File: src/rtl/psfr_pkg.sv
// Shared constants, types and helper functions of the packet receiver.
package psfr_pkg;

   localparam int FEC_BYTES_DEFAULT = 7;

   localparam int WINDOW_W    = 40;
   localparam int THRESH_W    = 6;
   localparam int CSR_INDEX_W = 2;
   localparam int DIGIT_W     = 8;
   localparam int DIGITS      = WINDOW_W / DIGIT_W;

   localparam logic [WINDOW_W-1:0] SYNC_PATTERN_RESET   = 40'h07092a446f;
   localparam logic [THRESH_W-1:0] SYNC_THRESHOLD_RESET = 6'd32;
   localparam logic [THRESH_W-1:0] WINDOW_BITS          = 6'd40;
   localparam logic [3:0]          BITS_PER_BYTE        = 4'd8;
   localparam logic [7:0]          FEC_FIX_MASK         = 8'hA6;
   localparam logic [2:0]          FEC_VOTE_MIN         = 3'd3;

   localparam logic [CSR_INDEX_W-1:0] CSR_SYNC_PATTERN   = 2'd0;
   localparam logic [CSR_INDEX_W-1:0] CSR_SYNC_THRESHOLD = 2'd1;

   typedef enum logic [5:0] {
      ST_IDLE  = 6'b000001,
      ST_BIT   = 6'b000010,
      ST_COUNT = 6'b000100,
      ST_DEINT = 6'b001000,
      ST_FEC   = 6'b010000,
      ST_PUSH  = 6'b100000
   } state_type;

   function automatic logic [3:0] popcount8(input logic [DIGIT_W-1:0] value);
      logic [3:0] sum;
      sum = '0;
      for (int i = 0; i < DIGIT_W; i++) begin
         sum = sum + {3'b000, value[i]};
      end
      return sum;
   endfunction

endpackage

File: src/rtl/psfr_if.sv
// Channel interfaces of the packet receiver: input bytes, results and register writes.
interface psfr_req_if;
   logic       valid;
   logic       ready;
   logic       kind;
   logic [7:0] rx_byte;

   modport source (output valid, output kind, output rx_byte, input ready);
   modport sink (input valid, input kind, input rx_byte, output ready);
endinterface

interface psfr_rsp_if;
   logic        valid;
   logic        ready;
   logic [7:0]  opcode;
   logic [7:0]  argument;
   logic [15:0] unit_ident;
   logic [15:0] crc_field;

   modport source (output valid, output opcode, output argument, output unit_ident,
                   output crc_field, input ready);
   modport sink (input valid, input opcode, input argument, input unit_ident,
                 input crc_field, output ready);
endinterface

interface psfr_csr_if;
   logic                               valid;
   logic                               ready;
   logic [psfr_pkg::CSR_INDEX_W-1:0]   index;
   logic [psfr_pkg::WINDOW_W-1:0]      wdata;

   modport source (output valid, output index, output wdata, input ready);
   modport sink (input valid, input index, input wdata, output ready);
endinterface

File: src/rtl/packet_sync_fec_receiver_core.sv
// Sync-word framed packet receiver with deinterleaving and syndrome error correction.
//
// The req channel carries one received byte per transfer, taken most significant
// bit first; a transfer with kind set clears the receiver. Each data byte is
// worked one bit per cycle. While hunting with a full window, every bit also
// takes a correlation pass, one byte of the window per cycle, and req_ready
// returns only when the whole byte is done. When the last packet bit arrives,
// a deinterleave pass over all packet bits and a correction pass over the data
// bits run bit serially, then the ST_PUSH state moves the result into the rsp
// output register. The rest of that byte is dropped and the receiver hunts again.
// The rsp register holds a result until its transfer; a new byte is taken while
// it waits, and only a further result stalls until the register is free.
// The csr channel is always ready and must be written while the block is idle.
// Reset clears the receiver, drops any held result and restores the registers.
module packet_sync_fec_receiver_core #(
   parameter int FEC_BYTES = psfr_pkg::FEC_BYTES_DEFAULT
) (
   input logic           clock,
   input logic           reset,
   psfr_req_if.sink      req_bus,
   psfr_rsp_if.source    rsp_bus,
   psfr_csr_if.sink      csr_bus
);

   localparam int PKT_BYTES = 2 * FEC_BYTES;
   localparam int PKT_BITS  = 8 * PKT_BYTES;
   localparam int DATA_BITS = 8 * FEC_BYTES;
   localparam int STEP_W    = $clog2(PKT_BITS);
   localparam int ROW_W     = (FEC_BYTES > 1) ? $clog2(FEC_BYTES) : 1;

   psfr_pkg::state_type state_ff, state_in;

   logic [7:0]                    byte_ff, byte_in;
   logic [3:0]                    bit_cnt_ff, bit_cnt_in;
   logic                          diff_ff, diff_in;
   logic [psfr_pkg::WINDOW_W-1:0] window_ff, window_in;
   logic [psfr_pkg::THRESH_W-1:0] hunt_cnt_ff, hunt_cnt_in;
   logic                          synced_ff, synced_in;
   logic [STEP_W-1:0]             step_ff, step_in;
   logic [ROW_W-1:0]              row_ff, row_in;
   logic [2:0]                    digit_ff, digit_in;
   logic [psfr_pkg::WINDOW_W-1:0] cmp_ff, cmp_in;
   logic [psfr_pkg::THRESH_W-1:0] eq_ff, eq_in;
   logic [PKT_BITS-1:0]           store_ff, store_in;
   logic [PKT_BITS-1:0]           buf_ff, buf_in;
   logic [6:0]                    sreg_ff, sreg_in;
   logic [7:0]                    syn_ff, syn_in;
   logic [psfr_pkg::WINDOW_W-1:0] pattern_ff, pattern_in;
   logic [psfr_pkg::THRESH_W-1:0] thresh_ff, thresh_in;
   logic                          rsp_valid_ff, rsp_valid_in;
   logic [7:0]                    opcode_ff, argument_ff;
   logic [15:0]                   unit_ident_ff, crc_field_ff;

   logic                          diff_new;
   logic [psfr_pkg::WINDOW_W-1:0] window_new;
   logic [psfr_pkg::THRESH_W-1:0] hunt_next;
   logic [3:0]                    bit_cnt_new;
   logic [psfr_pkg::THRESH_W-1:0] eq_sum;
   logic                          sync_hit;
   logic [PKT_BITS-1:0]           store_rot16;
   logic [6:0]                    sreg_new;
   logic                          parity;
   logic [7:0]                    syn_shift;
   logic [2:0]                    votes;
   logic                          fix;
   logic [PKT_BITS-1:0]           buf_fixed;
   logic                          clear_rx;
   logic                          rsp_load;

   function automatic logic [7:0] pkt_byte(input logic [PKT_BITS-1:0] value, input int idx);
      logic [PKT_BITS-1:0] shifted;
      shifted = '0;
      if (idx < FEC_BYTES) begin
         shifted = value >> (8 * (FEC_BYTES + idx));
      end else if (idx < PKT_BYTES) begin
         shifted = value >> (8 * (idx - FEC_BYTES));
      end
      return shifted[7:0];
   endfunction

   assign diff_new    = diff_ff ^ byte_ff[7];
   assign window_new  = {window_ff[psfr_pkg::WINDOW_W-2:0], diff_new};
   assign hunt_next   = (hunt_cnt_ff < psfr_pkg::WINDOW_BITS) ? hunt_cnt_ff + 1'b1 : hunt_cnt_ff;
   assign bit_cnt_new = bit_cnt_ff + 4'd1;
   assign eq_sum      = eq_ff + {2'b00, psfr_pkg::popcount8(
                           cmp_ff[psfr_pkg::WINDOW_W-1 -: psfr_pkg::DIGIT_W])};
   assign sync_hit    = (eq_sum >= thresh_ff) ||
                        ((psfr_pkg::WINDOW_BITS - eq_sum) >= thresh_ff);
   assign store_rot16 = (store_ff << 16) | (store_ff >> (PKT_BITS - 16));

   assign sreg_new  = {sreg_ff[5:0], buf_ff[0]};
   assign parity    = sreg_new[6] ^ sreg_new[5] ^ sreg_new[2] ^ sreg_new[0];
   assign syn_shift = {syn_ff[6:0], parity ^ buf_ff[DATA_BITS]};
   assign votes     = {2'b00, syn_shift[7]} + {2'b00, syn_shift[5]} +
                      {2'b00, syn_shift[2]} + {2'b00, syn_shift[1]};
   assign fix       = (votes >= psfr_pkg::FEC_VOTE_MIN);

   always_comb begin
      buf_fixed = buf_ff;
      if (fix && (step_ff >= STEP_W'(7))) begin
         buf_fixed[PKT_BITS-7] = ~buf_ff[PKT_BITS-7];
      end
   end

   always_comb begin
      state_in    = state_ff;
      byte_in     = byte_ff;
      bit_cnt_in  = bit_cnt_ff;
      diff_in     = diff_ff;
      window_in   = window_ff;
      hunt_cnt_in = hunt_cnt_ff;
      synced_in   = synced_ff;
      step_in     = step_ff;
      row_in      = row_ff;
      digit_in    = digit_ff;
      cmp_in      = cmp_ff;
      eq_in       = eq_ff;
      store_in    = store_ff;
      buf_in      = buf_ff;
      sreg_in     = sreg_ff;
      syn_in      = syn_ff;
      clear_rx    = 1'b0;
      rsp_load    = 1'b0;

      case (state_ff)
         psfr_pkg::ST_IDLE: begin
            if (req_bus.valid) begin
               if (req_bus.kind) begin
                  clear_rx = 1'b1;
               end else begin
                  byte_in    = req_bus.rx_byte;
                  bit_cnt_in = '0;
                  state_in   = psfr_pkg::ST_BIT;
               end
            end
         end
         psfr_pkg::ST_BIT: begin
            byte_in    = {byte_ff[6:0], 1'b0};
            bit_cnt_in = bit_cnt_new;
            diff_in    = diff_new;
            window_in  = window_new;
            if (!synced_ff) begin
               hunt_cnt_in = hunt_next;
               if (hunt_next == psfr_pkg::WINDOW_BITS) begin
                  cmp_in   = ~(window_new ^ pattern_ff);
                  eq_in    = '0;
                  digit_in = '0;
                  state_in = psfr_pkg::ST_COUNT;
               end else if (bit_cnt_new == psfr_pkg::BITS_PER_BYTE) begin
                  state_in = psfr_pkg::ST_IDLE;
               end
            end else begin
               store_in = {store_ff[PKT_BITS-2:0], diff_new};
               if (step_ff == STEP_W'(PKT_BITS - 1)) begin
                  step_in  = '0;
                  row_in   = '0;
                  state_in = psfr_pkg::ST_DEINT;
               end else begin
                  step_in = step_ff + 1'b1;
                  if (bit_cnt_new == psfr_pkg::BITS_PER_BYTE) begin
                     state_in = psfr_pkg::ST_IDLE;
                  end
               end
            end
         end
         psfr_pkg::ST_COUNT: begin
            eq_in    = eq_sum;
            cmp_in   = cmp_ff << psfr_pkg::DIGIT_W;
            digit_in = digit_ff + 3'd1;
            if (digit_ff == 3'(psfr_pkg::DIGITS - 1)) begin
               if (sync_hit) begin
                  synced_in   = 1'b1;
                  hunt_cnt_in = '0;
                  step_in     = '0;
               end
               state_in = (bit_cnt_ff == psfr_pkg::BITS_PER_BYTE) ?
                          psfr_pkg::ST_IDLE : psfr_pkg::ST_BIT;
            end
         end
         psfr_pkg::ST_DEINT: begin
            buf_in  = {store_ff[PKT_BITS-1], buf_ff[PKT_BITS-1:1]};
            step_in = step_ff + 1'b1;
            if (row_ff == ROW_W'(FEC_BYTES - 1)) begin
               store_in = {store_rot16[PKT_BITS-2:0], store_rot16[PKT_BITS-1]};
               row_in   = '0;
            end else begin
               store_in = store_rot16;
               row_in   = row_ff + 1'b1;
            end
            if (step_ff == STEP_W'(PKT_BITS - 1)) begin
               step_in  = '0;
               sreg_in  = '0;
               syn_in   = '0;
               state_in = psfr_pkg::ST_FEC;
            end
         end
         psfr_pkg::ST_FEC: begin
            buf_in  = {buf_fixed[0], buf_fixed[PKT_BITS-1:1]};
            sreg_in = sreg_new;
            syn_in  = fix ? (syn_shift ^ psfr_pkg::FEC_FIX_MASK) : syn_shift;
            step_in = step_ff + 1'b1;
            if (step_ff == STEP_W'(DATA_BITS - 1)) begin
               state_in = psfr_pkg::ST_PUSH;
            end
         end
         psfr_pkg::ST_PUSH: begin
            if (!rsp_valid_ff || rsp_bus.ready) begin
               rsp_load = 1'b1;
               clear_rx = 1'b1;
               state_in = psfr_pkg::ST_IDLE;
            end
         end
         default: begin
            state_in = psfr_pkg::ST_IDLE;
         end
      endcase

      if (clear_rx) begin
         diff_in     = 1'b0;
         window_in   = '0;
         hunt_cnt_in = '0;
         synced_in   = 1'b0;
         step_in     = '0;
      end
   end

   always_comb begin
      pattern_in = pattern_ff;
      thresh_in  = thresh_ff;
      if (csr_bus.valid) begin
         case (csr_bus.index)
            psfr_pkg::CSR_SYNC_PATTERN:   pattern_in = csr_bus.wdata;
            psfr_pkg::CSR_SYNC_THRESHOLD: thresh_in  = csr_bus.wdata[psfr_pkg::THRESH_W-1:0];
            default: begin
               pattern_in = pattern_ff;
            end
         endcase
      end
   end

   always_comb begin
      rsp_valid_in = rsp_valid_ff;
      if (rsp_load) begin
         rsp_valid_in = 1'b1;
      end else if (rsp_bus.ready) begin
         rsp_valid_in = 1'b0;
      end
   end

   always_ff @(posedge clock) begin
      if (reset) begin
         state_ff     <= psfr_pkg::ST_IDLE;
         diff_ff      <= 1'b0;
         window_ff    <= '0;
         hunt_cnt_ff  <= '0;
         synced_ff    <= 1'b0;
         step_ff      <= '0;
         row_ff       <= '0;
         digit_ff     <= '0;
         bit_cnt_ff   <= '0;
         pattern_ff   <= psfr_pkg::SYNC_PATTERN_RESET;
         thresh_ff    <= psfr_pkg::SYNC_THRESHOLD_RESET;
         rsp_valid_ff <= 1'b0;
      end else begin
         state_ff     <= state_in;
         diff_ff      <= diff_in;
         window_ff    <= window_in;
         hunt_cnt_ff  <= hunt_cnt_in;
         synced_ff    <= synced_in;
         step_ff      <= step_in;
         row_ff       <= row_in;
         digit_ff     <= digit_in;
         bit_cnt_ff   <= bit_cnt_in;
         pattern_ff   <= pattern_in;
         thresh_ff    <= thresh_in;
         rsp_valid_ff <= rsp_valid_in;
      end
   end

   always_ff @(posedge clock) begin
      byte_ff  <= byte_in;
      cmp_ff   <= cmp_in;
      eq_ff    <= eq_in;
      store_ff <= store_in;
      buf_ff   <= buf_in;
      sreg_ff  <= sreg_in;
      syn_ff   <= syn_in;
      if (rsp_load) begin
         opcode_ff     <= pkt_byte(buf_ff, 0);
         argument_ff   <= pkt_byte(buf_ff, 1);
         unit_ident_ff <= {pkt_byte(buf_ff, 2), pkt_byte(buf_ff, 3)};
         crc_field_ff  <= {pkt_byte(buf_ff, 5), pkt_byte(buf_ff, 4)};
      end
   end

   assign req_bus.ready      = (state_ff == psfr_pkg::ST_IDLE);
   assign csr_bus.ready      = 1'b1;
   assign rsp_bus.valid      = rsp_valid_ff;
   assign rsp_bus.opcode     = opcode_ff;
   assign rsp_bus.argument   = argument_ff;
   assign rsp_bus.unit_ident = unit_ident_ff;
   assign rsp_bus.crc_field  = crc_field_ff;

endmodule

File: src/flat_wrapper.sv
// flat-port wrapper written by rule: the top's interface ports become plain ports
module packet_sync_fec_receiver_core_flat 
#(
   parameter int FEC_BYTES = psfr_pkg::FEC_BYTES_DEFAULT
)
  (clock, reset, req_bus_valid, req_bus_kind, req_bus_rx_byte, req_bus_ready, rsp_bus_valid, rsp_bus_opcode, rsp_bus_argument, rsp_bus_unit_ident, rsp_bus_crc_field, rsp_bus_ready, csr_bus_valid, csr_bus_index, csr_bus_wdata, csr_bus_ready);
  psfr_req_if req_bus_i ();
  psfr_rsp_if rsp_bus_i ();
  psfr_csr_if csr_bus_i ();
  input logic clock;
  input logic reset;
  input wire logic [$bits(req_bus_i.valid)-1:0] req_bus_valid;
  input wire logic [$bits(req_bus_i.kind)-1:0] req_bus_kind;
  input wire logic [$bits(req_bus_i.rx_byte)-1:0] req_bus_rx_byte;
  output wire logic [$bits(req_bus_i.ready)-1:0] req_bus_ready;
  output wire logic [$bits(rsp_bus_i.valid)-1:0] rsp_bus_valid;
  output wire logic [$bits(rsp_bus_i.opcode)-1:0] rsp_bus_opcode;
  output wire logic [$bits(rsp_bus_i.argument)-1:0] rsp_bus_argument;
  output wire logic [$bits(rsp_bus_i.unit_ident)-1:0] rsp_bus_unit_ident;
  output wire logic [$bits(rsp_bus_i.crc_field)-1:0] rsp_bus_crc_field;
  input wire logic [$bits(rsp_bus_i.ready)-1:0] rsp_bus_ready;
  input wire logic [$bits(csr_bus_i.valid)-1:0] csr_bus_valid;
  input wire logic [$bits(csr_bus_i.index)-1:0] csr_bus_index;
  input wire logic [$bits(csr_bus_i.wdata)-1:0] csr_bus_wdata;
  output wire logic [$bits(csr_bus_i.ready)-1:0] csr_bus_ready;
  assign req_bus_i.valid = req_bus_valid;
  assign req_bus_i.kind = req_bus_kind;
  assign req_bus_i.rx_byte = req_bus_rx_byte;
  assign req_bus_ready = req_bus_i.ready;
  assign rsp_bus_valid = rsp_bus_i.valid;
  assign rsp_bus_opcode = rsp_bus_i.opcode;
  assign rsp_bus_argument = rsp_bus_i.argument;
  assign rsp_bus_unit_ident = rsp_bus_i.unit_ident;
  assign rsp_bus_crc_field = rsp_bus_i.crc_field;
  assign rsp_bus_i.ready = rsp_bus_ready;
  assign csr_bus_i.valid = csr_bus_valid;
  assign csr_bus_i.index = csr_bus_index;
  assign csr_bus_i.wdata = csr_bus_wdata;
  assign csr_bus_ready = csr_bus_i.ready;
  packet_sync_fec_receiver_core #(.FEC_BYTES(FEC_BYTES)) u_core (.clock(clock), .reset(reset), .req_bus(req_bus_i), .rsp_bus(rsp_bus_i), .csr_bus(csr_bus_i));
endmodule
File: config.mk
export PLATFORM = sky130hd
export DESIGN_NAME = packet_sync_fec_receiver_core_flat
export DESIGN_NICKNAME = d
export VERILOG_FILES = /design/src/rtl/psfr_pkg.sv /design/src/rtl/psfr_if.sv /design/src/rtl/packet_sync_fec_receiver_core.sv /design/src/flat_wrapper.sv
export SDC_FILE = /design/constraint.sdc
export NUM_CORES = 1
export LEC_CHECK = 0
export ABC_AREA = 1
export BUFFER_PORTS_ARGS = -buffer_cell sky130_fd_sc_hd__clkbuf_2
export CORE_MARGIN = 5
export CORE_UTILIZATION = 35
export DETAILED_ROUTE_END_ITERATION = 16
export PLACE_DENSITY = 0.48
export REMOVE_ABC_BUFFERS = 1
export SLEW_MARGIN = 10
export SYNTH_ARGS = -nofsm -noshare
export SYNTH_HDL_FRONTEND = slang
export SYNTH_SLANG_ARGS = --single-unit
File: constraint.sdc
create_clock -name clock -period 9.2 [get_ports clock]
set_clock_uncertainty 0.05 [all_clocks]
set_input_delay 1.84 -clock clock [delete_from_list [all_inputs] [get_ports clock]]
set_output_delay 1.84 -clock clock [all_outputs]
set_load 0.05 [all_outputs]
Word-level counts from Yosys, hierarchy flattened
Index checks and enable logic that the tools add are counted.
- output and inout bits: 51
- register bits after elaboration: 456
- logic and storage cells: 161
- input port bits: 56
- $lt $le $gt $ge: 5
- multiplexer cells: 58
- equality and inequality tests: 25
- reduce and logical (&&, ||, !) cells: 23
- bitwise logic cells: 10
- add/sub/neg operators: 17
- operators by type and width (cell ; number):
    one-hot mux 112 bit (2 select lines) ; 2
    2-to-1 mux 112 bit ; 2
    OR 112 x 16 -> 112 bit ; 1
    2-to-1 mux 6 bit ; 18
    2-to-1 mux 40 bit ; 2
    one-hot mux 40 bit (2 select lines) ; 1
    NOT 40 bit ; 1
    XOR 40 bit ; 1
    one-hot mux 6 bit (2 select lines) ; 3
    one-hot mux 6 bit (6 select lines) ; 1
    2-to-1 mux 7 bit ; 5
    one-hot mux 7 bit (4 select lines) ; 1
    adder 4 x 1 -> 4 bit ; 6
    2-to-1 mux 8 bit ; 2
    inequality test 2 x 1 -> 1 bit, second input constant ; 8
    one-hot mux 8 bit (2 select lines) ; 1
    2-to-1 mux 3 bit ; 5
    one-hot mux 7 bit (2 select lines) ; 1
    equality test 6 bit, second input constant ; 2
    >= comparator 6 bit ; 2
    one-hot mux 3 bit (2 select lines) ; 2
    AND reduction 3 bit ; 4
    nonzero test 2 bit ; 5
    equality test 4 bit, second input constant ; 2
    39 further kinds ; 60

Depth between registers and ports, before layout
Gate-level depths: netlist of the first run.
- word-level depth: 14
- depth in mapped cells: 29
- mapped depth without buffers: 29

Worst setup path after synthesis of the first run
Ideal clock, no wire load.
- path type: reg-to-reg
- start: reg u_core.state_ff[2]
- end: reg u_core.store_ff[0] (enable)
- path buffers: 2
- clock period less this slack: 9572 ps
- setup slack: -372 ps
- library setup time: 738 ps
- arrival: 8784 ps
- data required time: 8412 ps
- cell stages (with the launch flop): 6
- cell sequence: dfxtp_1 > nor2_4 > nand4_2 > buf_6 > clkbuf_1 > o21ai_0
- word-level cells in the longest chain between the ends: 3
- elaborated cells between the ends (all ways): 5
- classes of those cells: eq/ne: 3; reduce/logical: 2
- RTL lines (what ; line ; text):
    from (decl) ; packet_sync_fec_receiver_core.sv:31 ; psfr_pkg::state_type state_ff, state_in;
    from (signal assigned) ; packet_sync_fec_receiver_core.sv:252 ; state_ff <= psfr_pkg::ST_IDLE;
    from (signal assigned) ; packet_sync_fec_receiver_core.sv:265 ; state_ff <= state_in;
    equality test 6 x 2 -> 1 bit / equality test 6 x 4 -> 1 bit (equally long branches) ; packet_sync_fec_receiver_core.sv:125 ; case (state_ff)
    inequality test 2 x 1 -> 1 bit (no line) / nonzero test 2 bit (equally long branches) ; n/a ;
    AND reduction 2 bit (no line) * ; n/a ;
    to (signal assigned) ; packet_sync_fec_receiver_core.sv:284 ; store_ff <= store_in;
    to (decl) ; packet_sync_fec_receiver_core.sv:44 ; logic [PKT_BITS-1:0] store_ff, store_in;
Every way passes the cells marked *; elsewhere a longest branch is shown, timed or not.
A chain may end at the register's enable or synchronous reset.

Worst setup path in the final report of the first run
- start: reg u_core.cmp_ff[32] (netlist name)
- end: reg u_core.hunt_cnt_ff[2] (netlist name)
- word-level cells in the longest chain between the ends: 13
- elaborated cells between the ends (all ways): 14
- classes of those cells: add/sub: 9; order compare: 2; eq/ne: 1; reduce/logical: 2
- RTL lines (what ; line ; text):
    from (decl) ; packet_sync_fec_receiver_core.sv:42 ; logic [psfr_pkg::WINDOW_W-1:0] cmp_ff, cmp_in;
    from (signal assigned) ; packet_sync_fec_receiver_core.sv:282 ; cmp_ff <= cmp_in;
    adder 1 x 1 -> 2 bit * ; psfr_pkg.sv:35 ; sum = sum + {3'b000, value[i]};
    adder 4 x 1 -> 4 bit * (6 in series) ; psfr_pkg.sv:35 ;
    adder 6 x 4 -> 6 bit * ; packet_sync_fec_receiver_core.sv:85 ; assign eq_sum = eq_ff + {2'b00, psfr_pkg::popcount8(
    named net u_core.eq_sum, one bit ; packet_sync_fec_receiver_core.sv:58 ; logic [psfr_pkg::THRESH_W-1:0] eq_sum;
    subtractor 6 bit ; packet_sync_fec_receiver_core.sv:88 ; ((psfr_pkg::WINDOW_BITS - eq_sum) >= thresh_ff);
    >= comparator 6 bit ; packet_sync_fec_receiver_core.sv:88 ;
    logical OR 1 bit * ; packet_sync_fec_receiver_core.sv:87 ; assign sync_hit = (eq_sum >= thresh_ff) ||
    inequality test 2 x 1 -> 1 bit (no line) * ; n/a ;
    AND reduction 4 bit (no line) * ; n/a ;
    to (signal assigned) ; packet_sync_fec_receiver_core.sv:268 ; hunt_cnt_ff <= hunt_cnt_in;
    to (decl) ; packet_sync_fec_receiver_core.sv:37 ; logic [psfr_pkg::THRESH_W-1:0] hunt_cnt_ff, hunt_cnt_in;
The timed path passes the listed nets; every way through them passes the cells marked *.

==> results of run 1 <==
layer usage:
layer | up-vias | part of all wire
met1 | 6207 | 0.50
met5 | - | 0
li1 | 6413 | -
met2 | 211 | 0.44
met3 | 57 | 0.041
met4 | 0 | 0.018
through the flow:
step,power [W],setup TNS (ns)
global route,0.004872,0
CTS,0.004730,0
detailed placement,0.002646,0
floorplan,0.002539,-209.42
finish,0.004656,0
global placement,0.002635,0
how the worst min path moves through the flow:
stage / end / depth (start not counted)
6_report: u_core.buf_ff[45] / 0
2_1_floorplan: u_core.buf_ff[0] / 0
4_1_cts: u_core.buf_ff[45] / 0
3_3_place_gp: u_core.buf_ff[109] / 0
3_5_place_dp: u_core.buf_ff[109] / 0
5_1_grt: u_core.buf_ff[45] / 0
state kept, by name, indices dropped and copies added (netlist names), 8 cells and up:
name / flops
u_core.rsp_bus.opcode: 8
u_core.window_ff: 39
u_core.cmp_ff: 40
u_core.buf_ff: 112
u_core.pattern_ff: 40
u_core.byte_ff: 8
u_core.rsp_bus.unit_ident: 16
u_core.store_ff: 112
u_core.rsp_bus.crc_field: 16
u_core.rsp_bus.argument: 8
critical path: stages, from the launching register on:
cell and delay (ns):
edfxtp_1 0.37, ha_1 0.28, inv_1 0.04, fa_1 0.50
fa_1 0.43, fa_1 0.41, fa_1 0.50, inv_1 0.07
fa_1 0.42, or2_2 0.30, nand2_1 0.16, nor3_1 0.08
or2_2 0.28, nand2_1 0.08, xnor2_1 0.13, ha_1 0.26
nand2_1 0.12, o21bai_1 0.13, nand3_1 0.09, nor2_1 0.16
nand2_1 0.09, nand2_1 0.08, nand2_2 0.13, nand2_1 0.23
nand2_1 0.09, a21oi_1 0.13
logic make-up after synthesis:
group / synth area share
compound gates: 0.1122
xor+xnor: 0.02472
fa+ha+maj: 0.02393
buf+inv: 0.04617
flops: 0.6534
other cells: 0.0001960
simple gates: 0.1394
cell usage in the layout (no fill, tap or decap), drive strengths merged, types with 11 or more instances in the layout:
| master | Yosys | routed |
|---|---|---|
| o21ai | 303 | 303 |
| buf | 31 | 18 |
| nand4 | 11 | 11 |
| nand3 | 59 | 59 |
| edfxtp | 339 | 339 |
| xor2 | 37 | 37 |
| nand2 | 360 | 360 |
| clkbuf | 61 | 166 |
| nor2 | 194 | 194 |
| inv | 129 | 130 |
| clkinv | 0 | 20 |
| dfxtp | 116 | 116 |
| ha | 27 | 27 |
| xnor2 | 17 | 17 |
| a21oi | 104 | 104 |
final cells by class:
type,instances,area share
flip-flops and latches,455,0.5684
multi-input cells,1151,0.2630
clock buffers,61,0.06160
well taps,696,0.03959
repair buffers,123,0.03003
inverters,129,0.02207
clock inverters,32,0.01530
report_power, final:
part / total, W / internal [W] / switching, W
Sequential: 0.00225 / 0.00223 / 0.0000192
Clock: 0.00205 / 0.00122 / 0.000834
Combinational: 0.000355 / 0.000123 / 0.000233
Total: 0.00466 / 0.00357 / 0.00109
==> summary.md, run 1 <==
| Metric | Value |
|---|---|
| Largest net degree at the start of global routing | `101` |
| First-iteration detailed-routing DRC count | `831` |
| Leading area contributor after synthesis | `edfxtp_1` |
| Layout cells sized above 1 | `0.1256` |
| Register area share after synthesis | `0.6534` |
| Flop-to-flop setup slack | `3.52 ns` |
| Initial antenna violation count | `0` |
| Max-capacitance violation count | `0` |
| Yosys top cell area share | `0.5320` |
| Seq. cell area | `0.01250 mm²` |
| Number of buffers created by CTS | `51` |
| CP Max Fanout | `9` |
| CTS clk-pin slew, worst paths | `0.06 ns` |
| Final instance area | `0.02200 mm²` |
| Synth Warn # | `0` |
| Final non-filler cell total | `2,647` |
| Endpoints failing hold | `0` |
| Reg2reg end | `u_core.hunt_cnt_ff[2]` |
| Most frequent cell after synthesis | `nand2_1` |
| Gr usage total | `0.1347` |
| Final nets | `2,000` |
| Die span in y | `243.8 µm` |
| Met1 Use GR | `0.1956` |
| RSZ-0062 raised after global routing | `false` |
| Die width | `243.8 µm` |
| Top_reg_cell synth | `edfxtp_1` |
| Post-CTS Setup Bufs | `0` |
| Top Ports | `107` |
| Synth cell types | `43` |
| PD cells | `211.7 mW/mm²` |
| R2r startpoint | `u_core.cmp_ff[32]` |
| Wirelength per Cell | `15.59 µm` |
| Drc violations | `0` |
| Final core occ | `0.4071` |
| Setup CP Type | `flop to flop` |
| Max Slew Vio Count | `0` |
| Post-DP HPWL | `23,990 µm` |
| Pre-antenna DRT Iters | `6` |
| EDFF count, synth | `339` |
| Multi-input logic area | `0.005786 mm²` |
| Via/cell ratio | `4.869` |
| Setup ws final | `3.523 ns` |
| Final setup fails | `0` |
| CP startpoint | `u_core.cmp_ff[32]` |
| Synth top area cells | `edfxtp_1, dfxtp_1, nand2_1, o21ai_0, nor2_1` |
| Routed Antenna Nets | `0` |
| Via count | `12,890` |
| Final min period | `5.677 ns` |
| Slew HR | `0.3650` |
| CP Capture Type | `flop` |
| Synthesis-stage register bit count | `455` |
| DP Cell Count | `2,554` |
| Port Buf Inserts | `105` |
| Hold buffer count at CTS | `0` |
| Synthesis-to-layout area growth | `14.95%` |
| Min Hold Slack | `0.3610 ns` |
| # fillers | `5,296` |
| DP Worst Slack | `3.551 ns` |
| Setup crit end | `u_core.hunt_cnt_ff[2]` |
| Post-Synthesis Cells | `1,827` |
| Skew-Pair Late Insertion Delay | `0.59 ns` |
| GRT met3 Usage | `0.02718` |
| Grt total ovfl | `0` |
| Min-delay src | `u_core.buf_ff[46]` |
| Required time of the critical path | `9.66 ns` |
| Most common library cells after synthesis | `nand2_1, edfxtp_1, o21ai_0` |
| Tcrit/Tclk final | `0.6171` |
| Initial core utilization | `0.3542` |
| Global route hottest layer | `met2` |
| Vias in the first global route | `12,470` |
| Worst-margin pin slew | `0.9525 ns` |
| Clock Sinks | `455` |
| Routability cong. | `0.7667` |
| Total wire length | `41,270 µm` |
| R2r worst-path depth | `25` |
| Crit start category | `flop` |
| Met2 GRT Util | `0.2092` |
| CORE AREA | `0.05403 mm²` |
| WP data arrival | `6.13 ns` |
| Area after DPL | `0.02030 mm²` |
| Row count | `85` |
| Die ar. | `0.05945 mm²` |
| Fmax | `0.1761 GHz` |
| Hold crit path type | `flop to flop` |
| H-Tree Depth | `2` |
| N_diodes | `0` |
| Status | `completed` |
| Post-CTS sizing | `0` |
| Clock Tree Buf Depth | `3` |
| Avg Cell Area, Syn | `10.47 µm²` |
| Peak supply drop | `0.0001211 V` |
| Mapped Area | `0.01913 mm²` |
| First-pass GRT wire length | `66,590 µm` |
| Post-synth ARST share | `0` |
| Leakage power | `8.314 nW` |
| Root Driver | `clkbuf_16` |
| CTS tree | `done` |
Note: power is estimated with default switching activity, not from simulation.
==> inputs of run 2 (changes only) <==
==> constraint.sdc (replaced) <==
create_clock -name clock -period 5.1 [get_ports clock]
set_clock_uncertainty 0.05 [all_clocks]
set_input_delay 1.02 -clock clock [delete_from_list [all_inputs] [get_ports clock]]
set_output_delay 1.02 -clock clock [all_outputs]
set_load 0.05 [all_outputs]
==> run 2 against run 1 <==
Effect of this change:
- the flow now finishes with violations (setup timing)
- core utilization rose by 0.80 points
- hold slack improved by 0.0035 ns
- global-route usage rose by 0.056 points
- critical endpoint is now u_core.step_ff[1]
- highest routed layer unchanged
==> summary.md, run 2 (same netlist as run 1, synthesis figures left out) <==
| Metric | Value |
|---|---|
| Status | `complete, but fails checks` |
| Failing checks | `setup timing` |
| Setup Total Neg Slack | `-0.7427 ns` |
| Initial core utilization | `0.3542` |
| Global route hottest layer | `met2` |
| Number of buffers created by CTS | `50` |
| Total wire length | `41,350 µm` |
| Max-capacitance violation count | `0` |
| Row count | `85` |
| GRT met3 Usage | `0.02948` |
| Clock Sinks | `455` |
| Final nets | `2,016` |
| PD cells | `388.0 mW/mm²` |
| Drc violations | `0` |
| Met2 GRT Util | `0.2086` |
| Crit start category | `flop` |
| Slowest cell on the critical path | `fa_2` |
| Skew-Pair Late Insertion Delay | `0.59 ns` |
| Endpoints failing hold | `0` |
| Post-DP HPWL | `24,420 µm` |
| Power Total | `0.008701 W` |
| First-pass GRT wire length | `67,450 µm` |
| Die span in y | `243.8 µm` |
| Met1 Use GR | `0.1960` |
| Synthesis-to-layout area growth | `17.20%` |
| CP max stage delay | `0.54 ns` |
| CTS clk-pin slew, worst paths | `0.06 ns` |
| Final setup fails | `13` |
| Layout cells sized above 1 | `0.1554` |
| CORE AREA | `0.05403 mm²` |
| Hold crit path type | `flop to flop` |
| Setup CP Type | `flop to flop` |
| Worst-margin pin slew | `0.9008 ns` |
| Port Buf Inserts | `105` |
| Top Ports | `107` |
| Commonest non-fill, non-tap cell in the layout | `nand2_1` |
| CTS tree | `done` |
| Via/cell ratio | `4.838` |
| Peak supply drop | `0.0002764 V` |
| Largest net degree at the start of global routing | `113` |
| H-Tree Depth | `2` |
| Buffers & Inverters on Critical Path | `5` |
| RSZ-0062 raised after global routing | `true` |
| Die ar. | `0.05945 mm²` |
| Most frequent cells in the layout | `nand2_1, edfxtp_1, o21ai_0` |
| Tcrit/Tclk final | `1.017` |
| CP dominant cell by count | `nand2_2` |
| CP Capture Type | `flop` |
| Routability cong. | `0.7779` |
| Setup ws final | `-0.08885 ns` |
| Vias in the first global route | `12,860` |
| # fillers | `5,217` |
| Seq. cell area | `0.01250 mm²` |
| Pre-antenna DRT Iters | `5` |
| Grt total ovfl | `0` |
| Die width | `243.8 µm` |
| Max Slew Vio Count | `0` |
| Min Hold Slack | `0.3645 ns` |
| Slew HR | `0.3988` |
| Required time of the critical path | `5.54 ns` |
| Via count | `12,890` |
| WP data arrival | `5.63 ns` |
| Crit path max-delay family | `adder cells` |
| Fmax | `0.1927 GHz` |
| Routed Antenna Nets | `0` |
| Leakage power | `8.470 nW` |
| N_diodes | `0` |
| Root Driver | `clkbuf_16` |
| Biggest regs | `u_core.buf_ff (112), u_core.store_ff (112)` |
| First-iteration detailed-routing DRC count | `1,045` |
| Clock Tree Buf Depth | `3` |
| Final min period | `5.189 ns` |
| Initial antenna violation count | `0` |
| Wirelength per Cell | `15.51 µm` |
| CP Max Fanout | `5` |
| Gr usage total | `0.1352` |
| Multi-input logic area | `0.006013 mm²` |
-- run 2: cell count changes in the layout (fill, tap and decap cells not counted), moves of 4 or more --
cell and delta:
a21oi_1 -6, a21oi_2 +4, buf_4 +13, nand2_1 -13, nand2_2 +11, nand3_1 -7
nand3_2 +6
-- run 2: per-stage QoR --
step           std cells  setup WS [ns]    util  cell area [µm²]
3_3_place_gp        2570        -0.2200  0.3785            20450
5_1_grt             2665        -0.3639  0.4151            22430
4_1_cts             2664        -0.1092  0.4117            22240
6_report            2665       -0.08885  0.4151            22430
2_1_floorplan       1735         -5.970       -            18740
3_5_place_dp        2570        -0.3331  0.3785            20450
-- run 2: final cells by class --
class	count	share of cell area
Clock buffer	57	0.05696
Clock inverter	37	0.02036
Tap cell	696	0.03883
Timing Repair Buffer	140	0.03660
Multi-Input combinational cell	1151	0.2681
Inverter	129	0.02165
Sequential cell	455	0.5575
-- run 2: per-layer routing --
layer / part of all wire / wire length, µm / vias to the layer above
met3: 0.042 / 1729 / 60
li1: - / - / 6439
met5: 0 / 0 / -
met2: 0.45 / 18480 / 207
met4: 0.018 / 728 / 0
met1: 0.49 / 20410 / 6188
-- run 2: worst reg2reg max path, cell delays in order (launching register included) --
cell,delay (ns)
edfxtp_1,0.36
ha_1,0.30
inv_2,0.04
fa_1,0.49
fa_1,0.43
fa_2,0.37
fa_2,0.54
inv_2,0.05
buf_4,0.13
ha_4,0.25
nand3_2,0.06
nand3_1,0.10
nand2_2,0.09
a21oi_4,0.15
xor2_2,0.23
xnor2_2,0.10
ha_1,0.32
nand2_2,0.08
buf_4,0.14
nor3_4,0.17
nor2_2,0.06
nand2_1,0.09
nand2_2,0.07
nand2_4,0.10
buf_12,0.12
nand3_1,0.06
a21oi_1,0.14
-- run 2: worst paths after layout --
path	cells past startpoint	slack [ns]	end	startpoint
min reg2reg	0	0.36	u_core.buf_ff[44]	u_core.buf_ff[45]
max	26	-0.09	u_core.step_ff[1]	u_core.cmp_ff[32]
max reg2reg	26	-0.09	u_core.step_ff[1]	u_core.cmp_ff[32]
min	0	0.36	u_core.buf_ff[44]	u_core.buf_ff[45]
-- run 2: timing repair --
item / in CTS / in global routing
pin swaps: 4 / 5
hold buffers: 0 / 0
gates resized for setup: 17 / 40
endpoints found under the hold margin: 0 / 0
buffers inserted: 0 / 1
setup endpoints to repair: 14 / 14
-- run 2: power by group --
| group | switching, W | internal [W] | leakage, nW |
|---|---|---|---|
| registers | 0.0000374 | 0.00402 | 4.01 |
| clock network | 0.00152 | 0.00228 | 0.848 |
| logic | 0.000505 | 0.000344 | 3.61 |
